===== config.mk =====
export PLATFORM = sky130hd
export DESIGN_NAME = dgrnn_sigmoid
export DESIGN_NICKNAME = d
export VERILOG_FILES = /design/src/hdl/dgrnn_pkg.sv /design/src/hdl/dgrnn_sigmoid.sv
export SDC_FILE = /design/constraint.sdc
export NUM_CORES = 2
export LEC_CHECK = 0
export BUFFER_PORTS_ARGS = -buffer_cell sky130_fd_sc_hd__buf_4
export CAP_MARGIN = 20
export CORE_MARGIN = 5
export CORE_UTILIZATION = 41
export CTS_CLUSTER_SIZE = 24
export DETAILED_ROUTE_END_ITERATION = 7
export PLACE_DENSITY = 0.64
export RECOVER_POWER = 25
export SLEW_MARGIN = 20
export SYNTH_ARGS = -nofsm -noshare
export SYNTH_HDL_FRONTEND = slang
export SYNTH_SLANG_ARGS = --single-unit

===== constraint.sdc =====
create_clock -name clk -period 16.2 [get_ports clk]
set_input_delay 2.43 -clock clk [delete_from_list [all_inputs] [get_ports clk]]
set_output_delay 2.43 -clock clk [all_outputs]
set_load 0.05 [all_outputs]

===== src/hdl/dgrnn_pkg.sv =====
// ----------------------------------------------------------------------------
// Diagonal RNN step package
// Shared widths, register indexes, payload structs and state types.
// ----------------------------------------------------------------------------
package dgrnn_pkg;

	localparam int LANES = 1024;
	localparam int LANE_W = 10;
	localparam int DATA_W = 16;
	localparam int GATE_W = 18;
	localparam int CFG_IDX_W = 2;
	localparam int SQUARINGS = 6;
	localparam int DIV_STEPS = 61;

	localparam logic [30:0] Q30_ONE = 31'h4000_0000;

	localparam logic KIND_LOAD = 1'b0;
	localparam logic KIND_STEP = 1'b1;

	typedef enum logic [CFG_IDX_W-1:0] {
		CFG_DELTA_RULE = 2'd0,
		CFG_USE_TANH   = 2'd1,
		CFG_DECAY      = 2'd2
	} cfg_reg_t;

	typedef struct packed {
		logic                     kind;
		logic [LANE_W-1:0]        lane;
		logic signed [DATA_W-1:0] k_value;
		logic signed [DATA_W-1:0] v_value;
		logic signed [DATA_W-1:0] init_state;
	} in_item_t;

	typedef struct packed {
		logic [LANE_W-1:0]        lane_out;
		logic signed [DATA_W-1:0] pre_activation;
		logic signed [DATA_W-1:0] new_state;
		logic [GATE_W-1:0]        gated_out;
	} out_item_t;

	typedef struct packed {
		logic               start;
		logic signed [17:0] y;
	} sig_req_t;

	typedef struct packed {
		logic        busy;
		logic        done;
		logic [30:0] q;
	} sig_rsp_t;

	typedef enum logic [3:0] {
		SG_IDLE,
		SG_Z2,
		SG_Z3,
		SG_Z4,
		SG_D6,
		SG_D24,
		SG_SQ,
		SG_DIV,
		SG_DONE
	} sig_state_t;

	typedef enum logic [3:0] {
		ST_IDLE,
		ST_PRE1,
		ST_PRE2,
		ST_TANH_GO,
		ST_TANH_WAIT,
		ST_GATE_GO,
		ST_GATE_WAIT,
		ST_FIN
	} step_state_t;

endpackage


===== src/hdl/dgrnn_sigmoid.sv =====
// ----------------------------------------------------------------------------
// Iterative sigmoid unit
// Series exp(-|y|) with repeated squaring on one shared multiplier, then a
// bit-serial restoring divide for the rounded reciprocal.
// ----------------------------------------------------------------------------
module dgrnn_sigmoid (
	input  logic                clk,
	input  logic                arst_n,
	input  dgrnn_pkg::sig_req_t req,
	output dgrnn_pkg::sig_rsp_t rsp
);

	localparam logic [31:0] RECIP3 = 32'd22369621;
	localparam int RECIP_SH = 26;

	dgrnn_pkg::sig_state_t state_q, state_d;

	logic [2:0]  sq_cnt_q;
	logic [5:0]  div_cnt_q;
	logic        neg_q;
	logic [28:0] z_q;
	logic [31:0] z2_q, z3_q, z4_q, d6_q;
	logic [31:0] den_q, rem_q;
	logic [60:0] num_q;
	logic [30:0] quot_q;
	logic [63:0] prod_q;

	logic [18:0] a_abs;
	logic [16:0] a_cl;
	logic [28:0] z_in;
	logic [31:0] prod_hi;
	logic [31:0] x_sel, qe, r3, d3;
	logic [32:0] p_wide;
	logic [30:0] p_init, p_sq;
	logic [63:0] sq_round;
	logic [31:0] den_next;
	logic [31:0] trial;
	logic        ge;
	logic [31:0] mul_a, mul_b;

	always_comb begin
		a_abs = req.y[17] ? (19'd0 - {req.y[17], req.y}) : {1'b0, req.y};
		a_cl = (a_abs > 19'd65536) ? 17'd65536 : a_abs[16:0];
		z_in = {a_cl, 12'b0};
		prod_hi = prod_q[61:30];
		x_sel = (state_q == dgrnn_pkg::SG_D6) ? (z3_q >> 1) : (z4_q >> 3);
		qe = 32'(prod_q >> RECIP_SH);
		r3 = x_sel - (qe << 1) - qe;
		d3 = (r3 >= 32'd3) ? qe + 32'd1 : qe;
		p_wide = 33'(dgrnn_pkg::Q30_ONE) + 33'(z2_q >> 1) + 33'(d3)
			- 33'(z_q) - 33'(d6_q);
		p_init = p_wide[30:0];
		sq_round = prod_q + 64'(32'h2000_0000);
		p_sq = sq_round[60:30];
		den_next = 32'(dgrnn_pkg::Q30_ONE) + 32'(p_sq);
		trial = {rem_q[30:0], num_q[60]};
		ge = (trial >= den_q);
	end

	always_comb begin
		case (state_q)
			dgrnn_pkg::SG_IDLE: begin
				mul_a = 32'(z_in);
				mul_b = 32'(z_in);
			end
			dgrnn_pkg::SG_Z2, dgrnn_pkg::SG_Z3: begin
				mul_a = prod_hi;
				mul_b = 32'(z_q);
			end
			dgrnn_pkg::SG_Z4: begin
				mul_a = z3_q >> 1;
				mul_b = RECIP3;
			end
			dgrnn_pkg::SG_D6: begin
				mul_a = z4_q >> 3;
				mul_b = RECIP3;
			end
			dgrnn_pkg::SG_D24: begin
				mul_a = 32'(p_init);
				mul_b = 32'(p_init);
			end
			dgrnn_pkg::SG_SQ: begin
				mul_a = 32'(p_sq);
				mul_b = 32'(p_sq);
			end
			default: begin
				mul_a = 32'd0;
				mul_b = 32'd0;
			end
		endcase
	end

	always_comb begin
		state_d = state_q;
		case (state_q)
			dgrnn_pkg::SG_IDLE: if (req.start) state_d = dgrnn_pkg::SG_Z2;
			dgrnn_pkg::SG_Z2:   state_d = dgrnn_pkg::SG_Z3;
			dgrnn_pkg::SG_Z3:   state_d = dgrnn_pkg::SG_Z4;
			dgrnn_pkg::SG_Z4:   state_d = dgrnn_pkg::SG_D6;
			dgrnn_pkg::SG_D6:   state_d = dgrnn_pkg::SG_D24;
			dgrnn_pkg::SG_D24:  state_d = dgrnn_pkg::SG_SQ;
			dgrnn_pkg::SG_SQ: begin
				if (sq_cnt_q == 3'(dgrnn_pkg::SQUARINGS - 1)) state_d = dgrnn_pkg::SG_DIV;
			end
			dgrnn_pkg::SG_DIV: begin
				if (div_cnt_q == 6'(dgrnn_pkg::DIV_STEPS - 1)) state_d = dgrnn_pkg::SG_DONE;
			end
			dgrnn_pkg::SG_DONE: state_d = dgrnn_pkg::SG_IDLE;
			default:            state_d = dgrnn_pkg::SG_IDLE;
		endcase
	end

	always_comb begin
		rsp.busy = (state_q != dgrnn_pkg::SG_IDLE);
		rsp.done = (state_q == dgrnn_pkg::SG_DONE);
		rsp.q = neg_q ? (dgrnn_pkg::Q30_ONE - quot_q) : quot_q;
	end

	always_ff @(posedge clk or negedge arst_n) begin
		if (!arst_n) begin
			state_q <= dgrnn_pkg::SG_IDLE;
			sq_cnt_q <= 3'd0;
			div_cnt_q <= 6'd0;
		end else begin
			state_q <= state_d;
			if (state_q == dgrnn_pkg::SG_D24) begin
				sq_cnt_q <= 3'd0;
			end else if (state_q == dgrnn_pkg::SG_SQ) begin
				sq_cnt_q <= sq_cnt_q + 3'd1;
			end
			if (state_q == dgrnn_pkg::SG_SQ) begin
				div_cnt_q <= 6'd0;
			end else if (state_q == dgrnn_pkg::SG_DIV) begin
				div_cnt_q <= div_cnt_q + 6'd1;
			end
		end
	end

	always_ff @(posedge clk) begin
		prod_q <= 64'(mul_a) * 64'(mul_b);
		case (state_q)
			dgrnn_pkg::SG_IDLE: begin
				if (req.start) begin
					z_q <= z_in;
					neg_q <= req.y[17];
				end
			end
			dgrnn_pkg::SG_Z2: z2_q <= prod_hi;
			dgrnn_pkg::SG_Z3: z3_q <= prod_hi;
			dgrnn_pkg::SG_Z4: z4_q <= prod_hi;
			dgrnn_pkg::SG_D6: d6_q <= d3;
			dgrnn_pkg::SG_SQ: begin
				den_q <= den_next;
				num_q <= (61'd1 << 60) + 61'(den_next >> 1);
				rem_q <= 32'd0;
				quot_q <= 31'd0;
			end
			dgrnn_pkg::SG_DIV: begin
				rem_q <= ge ? (trial - den_q) : trial;
				num_q <= num_q << 1;
				quot_q <= {quot_q[29:0], ge};
			end
			default: begin
			end
		endcase
	end

endmodule


==> Yosys cells after proc, flatten, opt, wreduce, memory -nomap -nowiden <==
Index checks and enable logic that the tools add are counted.
{ "op_classes": {"eq_ne": 13, "n_addsub": 15, "magnitude_cmp": 3, "mux": 19, "multipliers": 1, "n_reduce_logical": 8} }
{ "ops": {"columns": ["operator", "count"], "rows": [
  ["one-hot mux 32 bit (6 select lines)", 1],
  ["one-hot mux 31 bit (5 select lines)", 1],
  ["two-way mux 31 bit", 4],
  ["one-hot mux 31 bit (2 select lines)", 2],
  ["one-hot mux 61 bit (2 select lines)", 1],
  ["multiplier 32 x 31 -> 62 bit", 1],
  ["subtractor 31 bit", 2],
  ["adder 61 x 30 -> 61 bit, second input constant", 1],
  ["adder 61 x 31 -> 61 bit, first input constant", 1],
  ["adder 31 x 31 -> 32 bit, first input constant", 1],
  ["greater-or-equal comparator 32 x 2 -> 1 bit, second input constant", 1],
  ["greater-or-equal comparator 32 bit", 1],
  ["one-hot mux 4 bit (8 select lines)", 1],
  ["subtractor 31 x 32 -> 32 bit", 1],
  ["subtractor 32 bit", 1],
  ["adder 31 x 1 -> 31 bit, second input constant", 1],
  ["adder 31 bit", 1],
  ["adder 31 bit, first input constant", 1],
  ["subtractor 31 x 29 -> 31 bit", 1],
  ["subtractor 31 bit, first input constant", 1],
  ["> comparator 19 x 17 -> 1 bit, second input constant", 1],
  ["two-way mux 19 bit", 1],
  ["subtractor 1 x 18 -> 19 bit, first input constant", 1],
  ["two-way mux 17 bit", 1],
  ["other kinds (18)", 30]
]} }
{ "totals": {"regBits": 375, "output_inout_bits": 33} }

==> Depth between registers and ports, before layout <==
{ "depth": {"ltp_word": 11, "depth_mapped": 68, "mapped_depth_nobuf": 61} }

==> Least setup slack after synthesis <==
No wires, ideal clock.
{ "synth_timing": {"kind": "reg2reg", "startpoint": "reg state_q[0]", "endpoint": "reg prod_q[57]", "t_arrival_ps": 16750, "setup_ps": 120, "path_slack_ps": -670, "path_stages_with_launch": 67, "t_required_ps": 16080, "n_path_buf": 8, "path_cell_list": "dfrtp_1 > nor4b_4 > buf_2 > buf_1 > clkbuf_1 > buf_1 > mux2_2 > fa_1 > ha_1 > clkbuf_1 > o21a_1 > o2111ai_1 > a21o_1 > and3_1 > or4_1 > a311oi_1 > o2111ai_1 > nor4_2 > [31 not listed] > fa_1 > fa_1 > inv_1 > fa_1 > inv_1 > ha_1 > a21oi_1 > nor2_1 > a211oi_1 > o21ai_0 > a31oi_1 > o21ai_0 > a32o_1 > a31oi_1 > a21oi_1 > or3_1 > and2_1 > xor2_1"} }
{ "synth_via": {"elab_chain_cells": 11} }
{ "synth_lines": {"columns": ["element", "line_no", "text"], "rows": [
  ["start: declaration", "dgrnn_sigmoid.sv:16", "dgrnn_pkg::sig_state_t state_q, state_d;"],
  ["start signal: assignment", "dgrnn_sigmoid.sv:121", "state_q <= dgrnn_pkg::SG_IDLE;"],
  ["start signal: assignment", "dgrnn_sigmoid.sv:125", "state_q <= state_d;"],
  ["== test 4 x 3 -> 1 bit", "dgrnn_sigmoid.sv:46, dgrnn_sigmoid.sv:61", null],
  ["two-way mux 31 bit", "dgrnn_sigmoid.sv:46", "x_sel = (state_q == dgrnn_pkg::SG_D6) ? (z3_q >> 1) : (z4_q >> 3);"],
  ["subtractor 31 x 32 -> 32 bit", "dgrnn_sigmoid.sv:48", "r3 = x_sel - (qe << 1) - qe;"],
  ["subtractor 32 bit", "dgrnn_sigmoid.sv:48", null],
  ["greater-or-equal comparator 32 x 2 -> 1 bit", "dgrnn_sigmoid.sv:49", "d3 = (r3 >= 32'd3) ? qe + 32'd1 : qe;"],
  ["two-way mux 31 bit", "dgrnn_sigmoid.sv:49", null],
  ["adder 31 bit", "dgrnn_sigmoid.sv:50", "p_wide = 33'(dgrnn_pkg::Q30_ONE) + 33'(z2_q >> 1) + 33'(d3)"],
  ["subtractor 31 x 29 -> 31 bit", "dgrnn_sigmoid.sv:51", "- 33'(z_q) - 33'(d6_q);"],
  ["subtractor 31 bit", "dgrnn_sigmoid.sv:51", null],
  ["one-hot mux 32 bit (6 select lines) or one-hot mux 31 bit (5 select lines) (tied branches)", "dgrnn_sigmoid.sv:61", "case (state_q)"],
  ["multiplier 32 x 31 -> 62 bit (*)", "dgrnn_sigmoid.sv:140", "prod_q <= 64'(mul_a) * 64'(mul_b);"],
  ["end signal: assignment", "dgrnn_sigmoid.sv:140", null],
  ["end: declaration", "dgrnn_sigmoid.sv:26", "logic [63:0] prod_q;"]
]} }
Every way passes the cells marked *; elsewhere a longest branch is shown, timed or not.
A chain may end at the register's enable or synchronous reset.

==> Worst setup path in the final report <==
Same ends and word-level chain as after synthesis.

==> run metrics <==
outcome completed; Post-DP HPWL 151.0 mm; Inst Count DP 7917; RSZ-0062 raised after global routing yes; worst relative slew slack 17.74%; final period utilization 98.92%; CTS max path bufs 3; post-DR wirelength/cell 23.10 um; via/cell ratio 5.450; Most used DFF post-synth edfxtp_1; io pins 54; final hold vios 0; first-pass GRT wire length 276.8 mm; Final Skew 0.03345 ns; clock root buffer clkbuf_16; Port Buffers 53; Slew @ Worst Pin 1.234 ns; Tot Pwr 2.873 mW; CTS Sinks 344; Startpoint Class flip-flop; Synth async-reset ratio 3.779%; vias post-DR 43.84k; total congestion overflow 0; Final Cell Area 63250 um2; Slowest-stage cell, CP fa_2; commonest non-fill, non-tap cells in the layout 1162 x inv_1, 923 x fa_1, 719 x nand2_1, 600 x buf_4, 554 x nor2_1; LEAKAGE 30.33 nW; largest net degree at the start of global routing 97; Synth cell types 89; Post-Layout Cell Count 8044; Overall Global Routing Usage 26.68%; synth top area cells fa_1 35%, edfxtp_1 16%, ha_1 9.7%; crit path time final 16.02 ns; Slew Viols, Final 0; Required @ worst endpoint 16.64 ns; fin worst setup slack 0.1756 ns; Die Span Y 372.4 um; H-tree depth 2; Worst-Skew Late Latency 0.59 ns; fin util 48.29%; Initial Util 41.13%; Netlist Area Pre-Place 53860 um2; CTS Buf Count 40; Routability Congestion 1.008; sequential share of the synthesized area 18.39%; post-placement cell area 60280 um2; aggregate negative setup slack 0 ns; #FFs+latches synth 344; final net count 7636; yosys warns 0; Clock Pin Slew Worst Setup and Hold Paths 0.06 ns; Mean Syn Cell Area 9.300 um2; leading area contributor after synthesis fa_1; initial antenna violation count 9; Total Routed Length 185.8 mm; Max Freq 62.40 MHz; CTS tree built; post-route ant nets 0; Crit path buffers/inverters 12; kind of cell adding the most delay to the critical path adder cells; post-synthesis cell count 5791; Worst EP arrival 16.47 ns; share of layout cells above drive strength 1 15.45%; Worst Hold Slack 0.5395 ns; Final setup viols 0; Post-synth EDFFs 295; DRT Pass-1 Iters 7; endpoint class of the critical path flip-flop; Max Cap Viol 0; most frequent CP cell buf_4; Crit Path Class flip-flop to flip-flop; Area growth syn-to-layout 17.43%; Die X 372.4 um; HP Class flip-flop to flip-flop; worst vdd ir 74.64 uV; Rows 133; Core Region 131000 um2; DRC errors left 0; Critical Path Max Stage Delay 0.56 ns; most common cell after layout, fill and taps aside inv_1; pre-CTS setup slack -0.7686 ns; Starting DRT DRC Count 4101; worst-path fanout max 7; # fillers 12.31k; Cell Pwr Density 45.43 nW/um2; Die Area 138700 um2; vias in the first global route 45.29k; Synth top area share 35.01%
-- routing by layer --
metal  global-route usage, %  share of wire (%)  up-vias
met1                   34.65                 39    22088
met3                   6.653                 11      523
met2                   42.01                 45     2140
met5                       0              0.023        -
li1                        -                  -    19082
met4                   12.55                5.9        6
-- what timing repair did --
| action | 4_1_cts | 5_1_grt |
|---|---|---|
| endpoints found under the setup margin | 22 | 26 |
| cloned | 0 | 4 |
| pin swaps | 9 | 81 |
| buffers inserted | 6 | 42 |
| hold buffers | 0 | 0 |
| gates resized for setup | 31 | 193 |
-- worst reg2reg max path: cells and delay by family, from the launching register on --
family | cells | cell delay [ns]
XOR/XNOR | 2 | 0.29
AND/OR/NAND/NOR | 14 | 3.74
multiplexers | 2 | 0.42
flip-flops | 1 | 0.42
buffers and inverters | 12 | 1.76
AO/OA/AOI/OAI | 19 | 3.25
adder cells (fa/ha/maj) | 14 | 6.04
-- state kept, by name, indices dropped and copies added, names as in the netlist --
signal	flops
d6_q	31
den_q	32
div_cnt_q	6
neg_q	1
num_q	61
prod_q	36
quot_q	31
rem_q	31
sq_cnt_q	3
state_q	4
z2_q	31
z3_q	31
z4_q	29
z_q	17
-- path summary, 6_finish.rpt --
path	from	to	slack, ns	cells after the start
max reg2reg	state_q[0]$_DFFE_PN0P_	prod_q[57]$_DFF_P_	0.18	63
max	state_q[0]$_DFFE_PN0P_	prod_q[57]$_DFF_P_	0.18	63
min	num_q[28]$_DFFE_PP_	num_q[29]$_DFFE_PP_	0.54	2
min reg2reg	num_q[28]$_DFFE_PP_	num_q[29]$_DFFE_PP_	0.54	2
max in group asynchronous	arst_n	state_q[0]$_DFFE_PN0P_	14.31	1
min in group asynchronous	arst_n	sq_cnt_q[2]$_DFFE_PN0N_	1.70	1
-- cell type report --
type                    instances  area, um2  share of cell area, %
flip-flops and latches        344       9906                  15.66
repair buffers                681       5697                  9.007
diodes                          3      7.507                0.01187
well taps                    1755       2196                  3.472
inverters                    1169       4393                  6.946
clock buffers                  48       1052                  1.664
clock inverters                25      367.9                 0.5816
multi-input cells            4019      39630                  62.66
-- synth_stat cells (all sizes together), types with 19 or more instances --
cell type,number
nand3,63
o31ai,43
nor2b,22
a21o,73
mux2,30
xor2,57
nand2,722
and3,91
a211oi,22
o21bai,19
o21a,24
edfxtp,295
a21oi,177
nor3,50
nor2,561
fa,942
inv,1166
clkbuf,207
nand2b,20
and2,76
xnor2,168
o21ai,111
buf,63
dfxtp,36
ha,418
nand4,27
a31oi,32
-- kinds of logic (layout without fill, tap and decap cells) --
group           after synthesis  in the layout  share of synthesized area, %
fa+ha+maj                  1360           1360                         44.72
other cells                   2             16                       0.01394
buf+inv                    1439           1923                         10.20
simple gates               1709           1709                         13.85
flops                       344            344                         18.39
xor+xnor                    225            225                         3.659
compound gates              673            673                         8.363
mux                          39             39                        0.8015
-- power breakdown --
group	internal (mW)	total, mW	switching (mW)
clock network	0.596	0.990	0.394
logic	0.337	0.781	0.444
registers	1.06	1.10	0.0404
total	1.99	2.87	0.879
Power figures use the tool's default switching activity.
